`src/rtl/fixed_block_pool_allocator_defines.svh`:
```
// ----------------------------------------------------------------------------
// Fixed block pool allocator assertion macros
// Shared property wrappers, clocked on clock and disabled during reset.
// ----------------------------------------------------------------------------
`ifndef FIXED_BLOCK_POOL_ALLOCATOR_DEFINES_SVH
`define FIXED_BLOCK_POOL_ALLOCATOR_DEFINES_SVH

// The consequent must hold in the same cycle as the antecedent.
`define FBPA_ASSERT_SAME(label, ante, cons, msg) \
   label: assert property (@(posedge clock) disable iff (reset) (ante) |-> (cons)) \
      else $error(msg);

// The consequent must hold in the cycle after the antecedent.
`define FBPA_ASSERT_NEXT(label, ante, cons, msg) \
   label: assert property (@(posedge clock) disable iff (reset) (ante) |=> (cons)) \
      else $error(msg);

// The expression must hold at every clock edge.
`define FBPA_ASSERT_ALWAYS(label, expr, msg) \
   label: assert property (@(posedge clock) disable iff (reset) (expr)) \
      else $error(msg);

`endif

```
`src/rtl/fbpa_pkg.sv`:
```
`timescale 1ns / 1ps
// ----------------------------------------------------------------------------
// Fixed block pool allocator package
// Field widths, request and status codes, and the controller interface types.
// ----------------------------------------------------------------------------
package fbpa_pkg;

   localparam int REQ_TYPE_W    = 2;
   localparam int OFFSET_W      = 24;
   localparam int STATUS_W      = 3;
   localparam int FREE_COUNT_W  = 9;
   localparam int BLOCK_SIZE_W  = 13;
   localparam int POOL_BLOCKS_W = 9;
   localparam int STRIDE_W      = 14;
   localparam int CSR_INDEX_W   = 1;
   localparam int CSR_DATA_W    = 13;

   localparam logic [BLOCK_SIZE_W-1:0]  BLOCK_SIZE_RESET  = 13'd16;
   localparam logic [POOL_BLOCKS_W-1:0] POOL_BLOCKS_RESET = 9'd256;

   typedef enum logic [REQ_TYPE_W-1:0] {
      REQ_ALLOC    = 2'd0,
      REQ_FREE     = 2'd1,
      REQ_CLEAR    = 2'd2,
      REQ_RESERVED = 2'd3
   } request_code_type;

   typedef enum logic [STATUS_W-1:0] {
      ST_ALLOCATED     = 3'd0,
      ST_EMPTY         = 3'd1,
      ST_FREED         = 3'd2,
      ST_OUT_OF_RANGE  = 3'd3,
      ST_MISALIGNED    = 3'd4,
      ST_NOT_ALLOCATED = 3'd5,
      ST_CLEARED       = 3'd6
   } status_code_type;

   typedef enum logic [CSR_INDEX_W-1:0] {
      CSR_BLOCK_SIZE  = 1'd0,
      CSR_POOL_BLOCKS = 1'd1
   } csr_reg_type;

   typedef enum logic [3:0] {
      S_CLR_LATCH,
      S_CLR_MUL,
      S_SWEEP,
      S_IDLE,
      S_ALLOC_RD,
      S_ALLOC_MUL,
      S_FREE_CHK,
      S_FREE_DIV,
      S_FREE_WR,
      S_DONE
   } fsm_state_type;

   // Commands from the controller to the datapath.
   typedef struct packed {
      logic            clr_latch;
      logic            mul_last;
      logic            sweep;
      logic            alloc_pop;
      logic            alloc_take;
      logic            alloc_mul;
      logic            capture_off;
      logic            div_start;
      logic            mark_read;
      logic            free_push;
      logic            rsp_load;
      status_code_type rsp_status;
   } fbpa_cmd_type;

   // Status from the datapath to the controller.
   typedef struct packed {
      logic count_zero;
      logic out_of_range;
      logic div_busy;
      logic rem_zero;
      logic mark_set;
      logic sweep_last;
      logic rsp_free;
   } fbpa_stat_type;

endpackage

```
`src/rtl/fbpa_req_if.sv`:
```
`timescale 1ns / 1ps
// ----------------------------------------------------------------------------
// Fixed block pool allocator request channel
// Valid/ready channel carrying one request word.
// ----------------------------------------------------------------------------
interface fbpa_req_if import fbpa_pkg::*; ();

   logic                  valid;
   logic                  ready;
   logic [REQ_TYPE_W-1:0] req_type;
   logic [OFFSET_W-1:0]   block_offset;

   modport source (output valid, output req_type, output block_offset, input ready);
   modport sink   (input valid, input req_type, input block_offset, output ready);

endinterface

```
`src/rtl/fbpa_rsp_if.sv`:
```
`timescale 1ns / 1ps
// ----------------------------------------------------------------------------
// Fixed block pool allocator response channel
// Valid/ready channel carrying one response word.
// ----------------------------------------------------------------------------
interface fbpa_rsp_if import fbpa_pkg::*; ();

   logic                    valid;
   logic                    ready;
   logic [STATUS_W-1:0]     status;
   logic [OFFSET_W-1:0]     alloc_offset;
   logic [FREE_COUNT_W-1:0] free_count;

   modport source (output valid, output status, output alloc_offset, output free_count,
                   input ready);
   modport sink   (input valid, input status, input alloc_offset, input free_count,
                   output ready);

endinterface

```
`src/rtl/fbpa_ctrl.sv`:
```
`timescale 1ns / 1ps
// ----------------------------------------------------------------------------
// Fixed block pool allocator controller
// Sequences clear, allocate and free requests over the datapath.
// ----------------------------------------------------------------------------
module fbpa_ctrl import fbpa_pkg::*; (
   input  logic             clock,
   input  logic             reset,
   input  logic             req_valid,
   input  request_code_type req_code,
   output logic             req_ready,
   input  fbpa_stat_type    stat,
   output fbpa_cmd_type     cmd
);

   fsm_state_type   state_ff, state_in;
   status_code_type status_ff, status_in;
   logic            clr_rsp_ff, clr_rsp_in;

   always_ff @(posedge clock) begin
      if (reset) begin
         state_ff   <= S_CLR_LATCH;
         status_ff  <= ST_CLEARED;
         clr_rsp_ff <= 1'b0;
      end else begin
         state_ff   <= state_in;
         status_ff  <= status_in;
         clr_rsp_ff <= clr_rsp_in;
      end
   end

   always_comb begin
      state_in       = state_ff;
      status_in      = status_ff;
      clr_rsp_in     = clr_rsp_ff;
      req_ready      = 1'b0;
      cmd            = '0;
      cmd.rsp_status = status_ff;
      unique case (state_ff)
         S_CLR_LATCH: begin
            cmd.clr_latch = 1'b1;
            state_in      = S_CLR_MUL;
         end
         S_CLR_MUL: begin
            cmd.mul_last = 1'b1;
            state_in     = S_SWEEP;
         end
         S_SWEEP: begin
            cmd.sweep = 1'b1;
            if (stat.sweep_last) begin
               if (clr_rsp_ff) begin
                  status_in  = ST_CLEARED;
                  clr_rsp_in = 1'b0;
                  state_in   = S_DONE;
               end else begin
                  state_in = S_IDLE;
               end
            end
         end
         S_IDLE: begin
            req_ready = 1'b1;
            if (req_valid) begin
               unique case (req_code)
                  REQ_ALLOC: begin
                     if (stat.count_zero) begin
                        status_in = ST_EMPTY;
                        state_in  = S_DONE;
                     end else begin
                        cmd.alloc_pop = 1'b1;
                        state_in      = S_ALLOC_RD;
                     end
                  end
                  REQ_FREE: begin
                     cmd.capture_off = 1'b1;
                     state_in        = S_FREE_CHK;
                  end
                  REQ_CLEAR: begin
                     clr_rsp_in = 1'b1;
                     state_in   = S_CLR_LATCH;
                  end
                  REQ_RESERVED: begin
                     status_in = ST_OUT_OF_RANGE;
                     state_in  = S_DONE;
                  end
                  default: begin
                     state_in = S_IDLE;
                  end
               endcase
            end
         end
         S_ALLOC_RD: begin
            cmd.alloc_take = 1'b1;
            state_in       = S_ALLOC_MUL;
         end
         S_ALLOC_MUL: begin
            cmd.alloc_mul = 1'b1;
            status_in     = ST_ALLOCATED;
            state_in      = S_DONE;
         end
         S_FREE_CHK: begin
            if (stat.out_of_range) begin
               status_in = ST_OUT_OF_RANGE;
               state_in  = S_DONE;
            end else begin
               cmd.div_start = 1'b1;
               state_in      = S_FREE_DIV;
            end
         end
         S_FREE_DIV: begin
            if (!stat.div_busy) begin
               if (stat.rem_zero) begin
                  cmd.mark_read = 1'b1;
                  state_in      = S_FREE_WR;
               end else begin
                  status_in = ST_MISALIGNED;
                  state_in  = S_DONE;
               end
            end
         end
         S_FREE_WR: begin
            if (stat.mark_set) begin
               cmd.free_push = 1'b1;
               status_in     = ST_FREED;
            end else begin
               status_in = ST_NOT_ALLOCATED;
            end
            state_in = S_DONE;
         end
         S_DONE: begin
            if (stat.rsp_free) begin
               cmd.rsp_load = 1'b1;
               state_in     = S_IDLE;
            end
         end
         default: begin
            state_in = S_CLR_LATCH;
         end
      endcase
   end

endmodule

```
`src/rtl/fbpa_datapath.sv`:
```
`timescale 1ns / 1ps
// ----------------------------------------------------------------------------
// Fixed block pool allocator datapath
// Free stack, allocated marks, stride multiplier, divider and response register.
// ----------------------------------------------------------------------------
module fbpa_datapath import fbpa_pkg::*; #(
   parameter int MAX_BLOCKS  = 256,
   parameter int OFFSET_BITS = 24
) (
   input  logic                     clock,
   input  logic                     reset,
   input  fbpa_cmd_type             cmd,
   output fbpa_stat_type            stat,
   input  logic [OFFSET_W-1:0]      req_offset,
   input  logic                     csr_write_enable,
   input  logic [CSR_INDEX_W-1:0]   csr_index,
   input  logic [CSR_DATA_W-1:0]    csr_write_data,
   input  logic                     rsp_ready,
   output logic                     rsp_valid,
   output logic [STATUS_W-1:0]      rsp_status,
   output logic [OFFSET_W-1:0]      rsp_alloc_offset,
   output logic [FREE_COUNT_W-1:0]  rsp_free_count
);

   localparam int IDX_W  = $clog2(MAX_BLOCKS);
   localparam int CNT_W  = $clog2(MAX_BLOCKS + 1);
   localparam int PROD_W = IDX_W + STRIDE_W;
   localparam int DCNT_W = $clog2(OFFSET_BITS + 1);
   localparam int CMP_W  = OFFSET_BITS + PROD_W;

   // Configuration registers and the values latched at each clear.
   logic [BLOCK_SIZE_W-1:0]  block_size_ff;
   logic [POOL_BLOCKS_W-1:0] pool_blocks_ff;
   logic [CNT_W-1:0]         n_ff;
   logic [STRIDE_W-1:0]      stride_ff;
   logic [PROD_W-1:0]        last_ff;
   logic [CNT_W-1:0]         pool_sat;

   // Stack pointer and the lowest pointer value since the last clear.
   logic [CNT_W-1:0] count_ff;
   logic [CNT_W-1:0] low_ff;
   logic [CNT_W-1:0] cnt_m1;
   logic [CNT_W-1:0] n_m1;

   logic [IDX_W-1:0] stack_mem [MAX_BLOCKS];
   logic [IDX_W-1:0] stack_q_ff;
   logic [IDX_W-1:0] pop_addr_ff;
   logic             direct_ff;
   logic [IDX_W-1:0] idx_ff;

   logic             mark_mem [MAX_BLOCKS];
   logic             mark_q_ff;
   logic             mark_we;
   logic [IDX_W-1:0] mark_waddr;
   logic             mark_wdata;
   logic [IDX_W-1:0] sweep_ff;

   logic [IDX_W-1:0]  mul_a;
   logic [PROD_W-1:0] prod_in;
   logic [PROD_W-1:0] prod_ff;

   logic [OFFSET_BITS+OFFSET_W-1:0] off_ext;
   logic [OFFSET_BITS-1:0]          off_ff;

   logic [DCNT_W-1:0]      div_cnt_ff;
   logic [STRIDE_W-1:0]    rem_ff;
   logic [OFFSET_BITS-1:0] quo_ff;
   logic [STRIDE_W:0]      trial;
   logic [STRIDE_W:0]      trial_diff;
   logic                   trial_ge;
   logic [IDX_W-1:0]       free_idx;

   logic [CMP_W-1:0] cmp_off;
   logic [CMP_W-1:0] cmp_last;

   logic [OFFSET_BITS+PROD_W-1:0]   prod_ext;
   logic [OFFSET_BITS-1:0]          prod_mask;
   logic [OFFSET_W+OFFSET_BITS-1:0] prod_out_ext;
   logic [FREE_COUNT_W+CNT_W-1:0]   count_ext;

   logic rsp_valid_ff;

   // Configuration port.
   always_ff @(posedge clock) begin
      if (reset) begin
         block_size_ff  <= BLOCK_SIZE_RESET;
         pool_blocks_ff <= POOL_BLOCKS_RESET;
      end else if (csr_write_enable) begin
         unique case (csr_reg_type'(csr_index))
            CSR_BLOCK_SIZE:  block_size_ff  <= csr_write_data[BLOCK_SIZE_W-1:0];
            CSR_POOL_BLOCKS: pool_blocks_ff <= csr_write_data[POOL_BLOCKS_W-1:0];
            default:         block_size_ff  <= block_size_ff;
         endcase
      end
   end

   always_comb begin
      if (32'(pool_blocks_ff) >= MAX_BLOCKS) begin
         pool_sat = CNT_W'(MAX_BLOCKS);
      end else begin
         pool_sat = CNT_W'(pool_blocks_ff);
      end
   end

   assign cnt_m1 = count_ff - 1'b1;
   assign n_m1   = n_ff - 1'b1;

   // Latched pool geometry and stack pointers.
   always_ff @(posedge clock) begin
      if (reset) begin
         count_ff <= '0;
         low_ff   <= '0;
      end else if (cmd.clr_latch) begin
         count_ff <= pool_sat;
         low_ff   <= pool_sat;
      end else if (cmd.alloc_pop) begin
         count_ff <= cnt_m1;
         if (cnt_m1 < low_ff) begin
            low_ff <= cnt_m1;
         end
      end else if (cmd.free_push) begin
         count_ff <= count_ff + 1'b1;
      end
   end

   always_ff @(posedge clock) begin
      if (cmd.clr_latch) begin
         n_ff      <= pool_sat;
         stride_ff <= STRIDE_W'(block_size_ff) + 1'b1;
      end
      if (cmd.mul_last) begin
         last_ff <= prod_in;
      end
   end

   // Free stack. Entries below the low mark still hold their own index from
   // the last clear, so they are never read from the array.
   always_ff @(posedge clock) begin
      if (cmd.free_push) begin
         stack_mem[count_ff[IDX_W-1:0]] <= free_idx;
      end
      if (cmd.alloc_pop) begin
         stack_q_ff  <= stack_mem[cnt_m1[IDX_W-1:0]];
         pop_addr_ff <= cnt_m1[IDX_W-1:0];
         direct_ff   <= (cnt_m1 < low_ff);
      end
      if (cmd.alloc_take) begin
         idx_ff <= direct_ff ? pop_addr_ff : stack_q_ff;
      end
   end

   // Allocated marks: one write port shared by the sweep, allocate and free.
   always_comb begin
      mark_we    = cmd.sweep | cmd.alloc_mul | cmd.free_push;
      mark_waddr = free_idx;
      mark_wdata = 1'b0;
      if (cmd.sweep) begin
         mark_waddr = sweep_ff;
      end else if (cmd.alloc_mul) begin
         mark_waddr = idx_ff;
         mark_wdata = 1'b1;
      end
   end

   always_ff @(posedge clock) begin
      if (mark_we) begin
         mark_mem[mark_waddr] <= mark_wdata;
      end
      if (cmd.mark_read) begin
         mark_q_ff <= mark_mem[free_idx];
      end
   end

   always_ff @(posedge clock) begin
      if (cmd.clr_latch) begin
         sweep_ff <= '0;
      end else if (cmd.sweep) begin
         sweep_ff <= sweep_ff + 1'b1;
      end
   end

   // Shared stride multiplier.
   assign mul_a   = cmd.mul_last ? n_m1[IDX_W-1:0] : idx_ff;
   assign prod_in = {{STRIDE_W{1'b0}}, mul_a} * {{IDX_W{1'b0}}, stride_ff};

   always_ff @(posedge clock) begin
      if (cmd.alloc_mul) begin
         prod_ff <= prod_in;
      end
   end

   // Free offset, reduced to the internal offset width.
   assign off_ext = {{OFFSET_BITS{1'b0}}, req_offset};

   always_ff @(posedge clock) begin
      if (cmd.capture_off) begin
         off_ff <= off_ext[OFFSET_BITS-1:0];
      end
   end

   assign cmp_off  = {{PROD_W{1'b0}}, off_ff};
   assign cmp_last = {{OFFSET_BITS{1'b0}}, last_ff};

   // Restoring divider, one quotient bit per cycle.
   assign trial      = {rem_ff, quo_ff[OFFSET_BITS-1]};
   assign trial_ge   = (trial >= {1'b0, stride_ff});
   assign trial_diff = trial - {1'b0, stride_ff};
   assign free_idx   = quo_ff[IDX_W-1:0];

   always_ff @(posedge clock) begin
      if (reset) begin
         div_cnt_ff <= '0;
      end else if (cmd.div_start) begin
         div_cnt_ff <= DCNT_W'(OFFSET_BITS);
      end else if (div_cnt_ff != '0) begin
         div_cnt_ff <= div_cnt_ff - 1'b1;
      end
   end

   always_ff @(posedge clock) begin
      if (cmd.div_start) begin
         rem_ff <= '0;
         quo_ff <= off_ff;
      end else if (div_cnt_ff != '0) begin
         rem_ff <= trial_ge ? trial_diff[STRIDE_W-1:0] : trial[STRIDE_W-1:0];
         quo_ff <= {quo_ff[OFFSET_BITS-2:0], trial_ge};
      end
   end

   // Response register.
   assign prod_ext     = {{OFFSET_BITS{1'b0}}, prod_ff};
   assign prod_mask    = prod_ext[OFFSET_BITS-1:0];
   assign prod_out_ext = {{OFFSET_W{1'b0}}, prod_mask};
   assign count_ext    = {{FREE_COUNT_W{1'b0}}, count_ff};

   always_ff @(posedge clock) begin
      if (reset) begin
         rsp_valid_ff <= 1'b0;
      end else if (cmd.rsp_load) begin
         rsp_valid_ff <= 1'b1;
      end else if (rsp_ready) begin
         rsp_valid_ff <= 1'b0;
      end
   end

   always_ff @(posedge clock) begin
      if (cmd.rsp_load) begin
         rsp_status     <= cmd.rsp_status;
         rsp_free_count <= count_ext[FREE_COUNT_W-1:0];
         if (cmd.rsp_status == ST_ALLOCATED) begin
            rsp_alloc_offset <= prod_out_ext[OFFSET_W-1:0];
         end else begin
            rsp_alloc_offset <= '0;
         end
      end
   end

   assign rsp_valid = rsp_valid_ff;

   always_comb begin
      stat.count_zero   = (count_ff == '0);
      stat.out_of_range = (n_ff == '0) || (cmp_off > cmp_last);
      stat.div_busy     = (div_cnt_ff != '0);
      stat.rem_zero     = (rem_ff == '0);
      stat.mark_set     = mark_q_ff;
      stat.sweep_last   = (sweep_ff == IDX_W'(MAX_BLOCKS - 1));
      stat.rsp_free     = !rsp_valid_ff || rsp_ready;
   end

endmodule

```
`src/rtl/fixed_block_pool_allocator.sv`:
```
`timescale 1ns / 1ps
// ----------------------------------------------------------------------------
// Fixed block pool allocator
// Hands out and takes back equal blocks of a pool as byte offsets.
// ----------------------------------------------------------------------------
//
//   Channel   Direction  Handshake              Word
//   req_bus   in         valid/ready            req_type, block_offset
//   rsp_bus   out        valid/ready            status, alloc_offset, free_count
//   csr_*     in         write enable, no wait  csr_index, csr_write_data
//
// One request is in work at a time. A free runs a restoring divider that
// checks alignment one quotient bit per cycle, and a clear sweeps the marks
// one entry per cycle. After reset the clear sequence keeps req_bus not
// ready. A response waits in the output register while the next request is
// accepted; a stalled rsp_bus holds the last step.
//
// The free stack keeps a low-water pointer since the last clear: every entry
// below it still holds its own index, so the stack array needs no refill.
// Block size and pool size take effect at the next clear or reset.
// ----------------------------------------------------------------------------
`include "fixed_block_pool_allocator_defines.svh"

module fixed_block_pool_allocator import fbpa_pkg::*; #(
   parameter int MAX_BLOCKS  = 256,
   parameter int OFFSET_BITS = 24
) (
   input  logic                   clock,
   input  logic                   reset,
   fbpa_req_if.sink               req_bus,
   fbpa_rsp_if.source             rsp_bus,
   input  logic                   csr_write_enable,
   input  logic [CSR_INDEX_W-1:0] csr_index,
   input  logic [CSR_DATA_W-1:0]  csr_write_data
);

   fbpa_cmd_type  cmd;
   fbpa_stat_type stat;
   logic          req_ready;

   // The controller decides which step runs; it sees the datapath only
   // through the status flags.
   fbpa_ctrl u_ctrl (
      .clock     (clock),
      .reset     (reset),
      .req_valid (req_bus.valid),
      .req_code  (request_code_type'(req_bus.req_type)),
      .req_ready (req_ready),
      .stat      (stat),
      .cmd       (cmd)
   );

   // The datapath holds the stack, the marks, the arithmetic and the
   // response register.
   fbpa_datapath #(
      .MAX_BLOCKS  (MAX_BLOCKS),
      .OFFSET_BITS (OFFSET_BITS)
   ) u_datapath (
      .clock            (clock),
      .reset            (reset),
      .cmd              (cmd),
      .stat             (stat),
      .req_offset       (req_bus.block_offset),
      .csr_write_enable (csr_write_enable),
      .csr_index        (csr_index),
      .csr_write_data   (csr_write_data),
      .rsp_ready        (rsp_bus.ready),
      .rsp_valid        (rsp_bus.valid),
      .rsp_status       (rsp_bus.status),
      .rsp_alloc_offset (rsp_bus.alloc_offset),
      .rsp_free_count   (rsp_bus.free_count)
   );

   assign req_bus.ready = req_ready;

   // A response is only loaded when the output register can take it.
   `FBPA_ASSERT_SAME(a_load_when_free, cmd.rsp_load, stat.rsp_free, "response overwritten")

   // Only one client drives the mark write port at a time.
   `FBPA_ASSERT_ALWAYS(a_mark_port_single, $onehot0({cmd.sweep, cmd.alloc_mul, cmd.free_push}),
      "mark write port conflict")

   // A block goes back on the stack only if it was marked allocated.
   `FBPA_ASSERT_SAME(a_push_marked, cmd.free_push, stat.mark_set, "push of unmarked block")

   // One request at a time: the cycle after an accept the block is busy.
   `FBPA_ASSERT_NEXT(a_one_in_flight, req_bus.valid && req_bus.ready, !req_bus.ready,
      "request accepted while busy")

endmodule

```
`src/flat_wrapper.sv`:
```
// flat-port wrapper written by rule: the top's interface ports become plain ports
module fixed_block_pool_allocator_flat import fbpa_pkg::*;
#(
   parameter int MAX_BLOCKS  = 256,
   parameter int OFFSET_BITS = 24
)
  (clock, reset, csr_write_enable, csr_index, csr_write_data, req_bus_valid, req_bus_req_type, req_bus_block_offset, req_bus_ready, rsp_bus_valid, rsp_bus_status, rsp_bus_alloc_offset, rsp_bus_free_count, rsp_bus_ready);
  fbpa_req_if req_bus_i ();
  fbpa_rsp_if rsp_bus_i ();
  input  logic clock;
  input  logic reset;
  input  logic csr_write_enable;
  input  logic [CSR_INDEX_W-1:0] csr_index;
  input  logic [CSR_DATA_W-1:0] csr_write_data;
  input wire logic [$bits(req_bus_i.valid)-1:0] req_bus_valid;
  input wire logic [$bits(req_bus_i.req_type)-1:0] req_bus_req_type;
  input wire logic [$bits(req_bus_i.block_offset)-1:0] req_bus_block_offset;
  output wire logic [$bits(req_bus_i.ready)-1:0] req_bus_ready;
  output wire logic [$bits(rsp_bus_i.valid)-1:0] rsp_bus_valid;
  output wire logic [$bits(rsp_bus_i.status)-1:0] rsp_bus_status;
  output wire logic [$bits(rsp_bus_i.alloc_offset)-1:0] rsp_bus_alloc_offset;
  output wire logic [$bits(rsp_bus_i.free_count)-1:0] rsp_bus_free_count;
  input wire logic [$bits(rsp_bus_i.ready)-1:0] rsp_bus_ready;
  assign req_bus_i.valid = req_bus_valid;
  assign req_bus_i.req_type = req_bus_req_type;
  assign req_bus_i.block_offset = req_bus_block_offset;
  assign req_bus_ready = req_bus_i.ready;
  assign rsp_bus_valid = rsp_bus_i.valid;
  assign rsp_bus_status = rsp_bus_i.status;
  assign rsp_bus_alloc_offset = rsp_bus_i.alloc_offset;
  assign rsp_bus_free_count = rsp_bus_i.free_count;
  assign rsp_bus_i.ready = rsp_bus_ready;
  fixed_block_pool_allocator #(.MAX_BLOCKS(MAX_BLOCKS), .OFFSET_BITS(OFFSET_BITS)) u_core (.clock(clock), .reset(reset), .req_bus(req_bus_i), .rsp_bus(rsp_bus_i), .csr_write_enable(csr_write_enable), .csr_index(csr_index), .csr_write_data(csr_write_data));
endmodule
```
`config.mk`:
```
export PLATFORM = sky130hd
export DESIGN_NAME = fixed_block_pool_allocator_flat
export DESIGN_NICKNAME = d
export VERILOG_FILES = /design/src/rtl/fbpa_pkg.sv /design/src/rtl/fbpa_req_if.sv /design/src/rtl/fbpa_rsp_if.sv /design/src/rtl/fbpa_ctrl.sv /design/src/rtl/fbpa_datapath.sv /design/src/rtl/fixed_block_pool_allocator.sv /design/src/flat_wrapper.sv
export VERILOG_INCLUDE_DIRS = /design/src /design/src/rtl
export SDC_FILE = /design/constraint.sdc
export NUM_CORES = 2
export LEC_CHECK = 0
export ABC_AREA = 1
export BUFFER_PORTS_ARGS = -buffer_cell sky130_fd_sc_hd__buf_2
export CELL_PAD_IN_SITES_DETAIL_PLACEMENT = 0
export CELL_PAD_IN_SITES_GLOBAL_PLACEMENT = 1
export CORE_MARGIN = 1
export CORE_UTILIZATION = 29
export CTS_BUF_LIST = sky130_fd_sc_hd__clkbuf_2 sky130_fd_sc_hd__clkbuf_4 sky130_fd_sc_hd__clkbuf_8
export CTS_CLUSTER_DIAMETER = 50
export DETAILED_ROUTE_END_ITERATION = 16
export HOLD_SLACK_MARGIN = 0.06
export PLACE_DENSITY_LB_ADDON = 0.2
export SYNTH_ARGS = -nofsm -noshare
export SYNTH_HDL_FRONTEND = slang
export SYNTH_SLANG_ARGS = --single-unit
```
`constraint.sdc`:
```
create_clock -name clock -period 9.4 [get_ports clock]
set_input_delay 0.47 -clock clock [delete_from_list [all_inputs] [get_ports clock]]
set_output_delay 0.47 -clock clock [all_outputs]
set_load 0.1 [all_outputs]
```
==> metrics.txt <==
Post-Synthesis Cells=9,841; NumNets Final=10,170; Core Util, Final=33.15%; FP Rows=225; Slew headroom=12.05%; CP max stage cell=o21ai_1; Design Area, Final=0.1246 mm2; clock root cell=clkbuf_8; fmax=157.7 MHz; DRC=0; Req. time, crit path=10.20 ns; Initial Util=29.14%; critical path class=reg -> reg; combined buffer and inverter count along the critical path=5; Post-DRT Antenna Nets=0; Die Y-Extent=616.5 um; top cell type's share of synthesized area=67.98%; Post-Syn Area per Cell=11.13 um2; top cell type by total area after synthesis=edfxtp_1; Hold Fails Final Rpt=0; I/O pin count=83; worst endpoint data arrival time=7.14 ns; Die Width=616.5 um; pwr dens=403.0 mW/mm2; Crit. End Element=flip-flop; family with the most delay on the worst path=adder cells; routability cong.=0.8337; Final Routed Wirelength=351,400 um; Slew Limit Fails=0; via density per instance=4.839; Worst-Skew Late Latency=1.14 ns; worst hold-check path type=in -> reg; Worst-Margin Slew=1.310 ns; final setup vio count=0; Worst-path clk slew=0.06 ns; Netlist cell types=58; vias in the first global route=73,540; CTS tree=built; Post-Synthesis Cell Area=0.1095 mm2; DR pass1 iterations=5; Placement Cell Area=0.1150 mm2; Pleak=0.04385 uW; setup TNS=0 ns; pin count of the biggest net entering global routing=192; EDFF count, synth=2,479; Syn. warnings=0; Worst VDD drop=0.5605 mV; sequential-to-total area share from yosys stat=69.37%; Compound-Gate Fraction of Synth Area=1.161%; largest buffer count on any clock path=4; minimum clock period=6.342 ns; 1st-iter DRT viols=5,915; Crit Path Max Fanout=35; area delta synth->final=13.77%; main combinational cell family by area after synthesis=simple AND/OR/NAND/NOR gates; most frequent CP cell=fa_1; cts bufs inserted=450; post-CTS resize count=0; XOR/XNOR share of the synthesized area=0.4056%; CTS H-tree depth=5; vias=74,100; Top FF cell, synth=edfxtp_1; share of layout cells above drive strength 1=9.785%; top post-synthesis cells by area=edfxtp_1 68%, nand3_1 11%, nand2_1 9.3%; total gr overflow=0; crit path cell chain=inv_2 > nor2_1 > inv_2 > nor2_2 > buf_4 > nand3_1 > o21ai_1 > nor2_1 > fa_1 > inv_1 > fa_1 > fa_1 > inv_1 > fa_1 > ha_1 > nand2_1 > o21ai_0 > a21oi_1 > o21ai_0 > a21oi_1 > o211ai_1 > nand2_1; CTS Sinks=2,555; Max Cap Viol=0; Startpoint Class=flip-flop; RSZ-0062 raised after global routing=false; core area=0.3758 mm2; die area=0.3801 mm2; Synth Area in Simple Gates=23.18%; DPL Wire Length=196,100 um; fillers=37,890; Synth Area in Adders=2.431%; first-pass GRT wire length=511,600 um; antenna violations before repair=8; wire per inst=22.95 um; total global-route track usage=17.99%; Setup Skew=0.08994 ns; mux contribution to synthesized area=0.08227%; run status=finished, final reports clean; ys async rst share=0%; CP max stage delay=0.65 ns; number of synthesized register bits=2,555; # port buffers=80; final period utilization=67.47%
logic make-up after synthesis:
logic type,after synthesis
buffers and inverters,948
other,1
DFF,2555
adders and majority gates,169
muxes,8
AOI/OAI and AO/OA,225
xor gates and xnor gates,49
and+or+nand+nor,5886
flip-flops by register name (all words and copies together), names as in the netlist, 13 cells and up:
| name | count |
|---|---|
| u_core.u_datapath.block_size_ff | 13 |
| u_core.u_datapath.last_ff | 22 |
| u_core.u_datapath.mark_mem | 256 |
| u_core.u_datapath.off_ff | 24 |
| u_core.u_datapath.prod_ff | 22 |
| u_core.u_datapath.quo_ff | 24 |
| u_core.u_datapath.rem_ff | 14 |
| u_core.u_datapath.rsp_alloc_offset | 22 |
| u_core.u_datapath.stack_mem | 2048 |
| u_core.u_datapath.stride_ff | 14 |
cell type report:
class / count / area [um2] / share of cell area [%]
clock buffer: 620 / 7545 / 6.056
tap: 4994 / 6248 / 5.015
multi-input combinational: 6339 / 30020 / 24.10
clock inverter: 192 / 1224 / 0.9821
timing repair buffer: 270 / 2275 / 1.826
antenna: 7 / 17.52 / 0.01406
sequential: 2555 / 75970 / 60.97
inverter: 336 / 1294 / 1.038
synth_stat cells, types with 6 or more instances:
cell type	instances
nor2_4	11
a21o_1	6
nand3_1	2329
inv_1	309
nand4_1	23
a211oi_1	6
clkbuf_1	452
o21ai_0	94
mux2_2	8
xor2_1	34
nor3_1	30
clkinv_1	11
buf_2	89
dfxtp_1	76
ha_1	96
nand2_2	24
buf_1	66
a21oi_1	77
fa_1	73
nand2_1	2701
a31oi_1	9
nor2_1	736
inv_2	15
xnor2_1	13
edfxtp_1	2479
per-stage QoR:
stage | total power [uW] | hold WS (ns) | instances | setup slack [ns]
global placement | 40260 | 0.4433 | 14420 | 3.082
floorplan | 30940 | 0.4029 | 9842 | 1.446
global route | 53340 | 0.1883 | 15310 | 2.615
finish | 50200 | 0.2447 | 15310 | 3.058
CTS | 50710 | 0.09442 | 15310 | 3.112
detailed placement | 40350 | 0.4489 | 14420 | 3.162
cells in the final DEF, fill, tap and decap left out, types with 23 or more instances in the layout:
master and count:
nand2_1 2690, edfxtp_1 2479, nand3_1 2324, nor2_1 731, clkbuf_8 462, inv_1 305, clkbuf_4 158, clkinv_1 118
ha_1 95, buf_4 91, o21ai_0 89, buf_2 80, dlygate4sd3_1 79, a21oi_1 77, dfxtp_1 75, fa_1 73
clkinv_2 44, xor2_1 33, nor3_1 30, nand2_2 29, nand4_1 23
power breakdown:
part / switching (uW) / total [uW] / internal (uW)
clock: 4740 / 10200 / 5460
combinational: 18200 / 24600 / 6450
sequential: 283 / 15400 / 15100
routing by layer:
metal / part of all wire [%] / GRT usage, %
met1: 46 / 25.08
met3: 4.9 / 2.441
met4: 2.5 / 4.853
met5: 0 / 0
met2: 47 / 29.31
what timing repair did:
item                                    in CTS  in global routing
hold buffers                                79                  0
endpoints found under the setup margin       0                  0
endpoints found under the hold margin       84                  0
setup buffers                                0                  0
worst paths after layout:
kind | from | slack, ns | to | cells after the start
worst min-delay path | csr_index | 0.24 | u_core.u_datapath.pool_blocks_ff[8] | 4
worst min register to register | u_core.u_datapath.pool_blocks_ff[1] | 0.45 | u_core.u_datapath.pool_blocks_ff[1] | 2
worst max register to register | u_core.u_ctrl.state_ff[0] | 3.06 | u_core.u_datapath.prod_ff[19] | 22
worst max-delay path | u_core.u_ctrl.state_ff[0] | 3.06 | u_core.u_datapath.prod_ff[19] | 22
tightest hold or removal path, cell delays in order:
cell and delay (ns):
buf_2 0.10, nand2_1 0.42, nand2_1 0.18, nand3_1 0.06
Note: power is estimated with default switching activity, not from simulation.
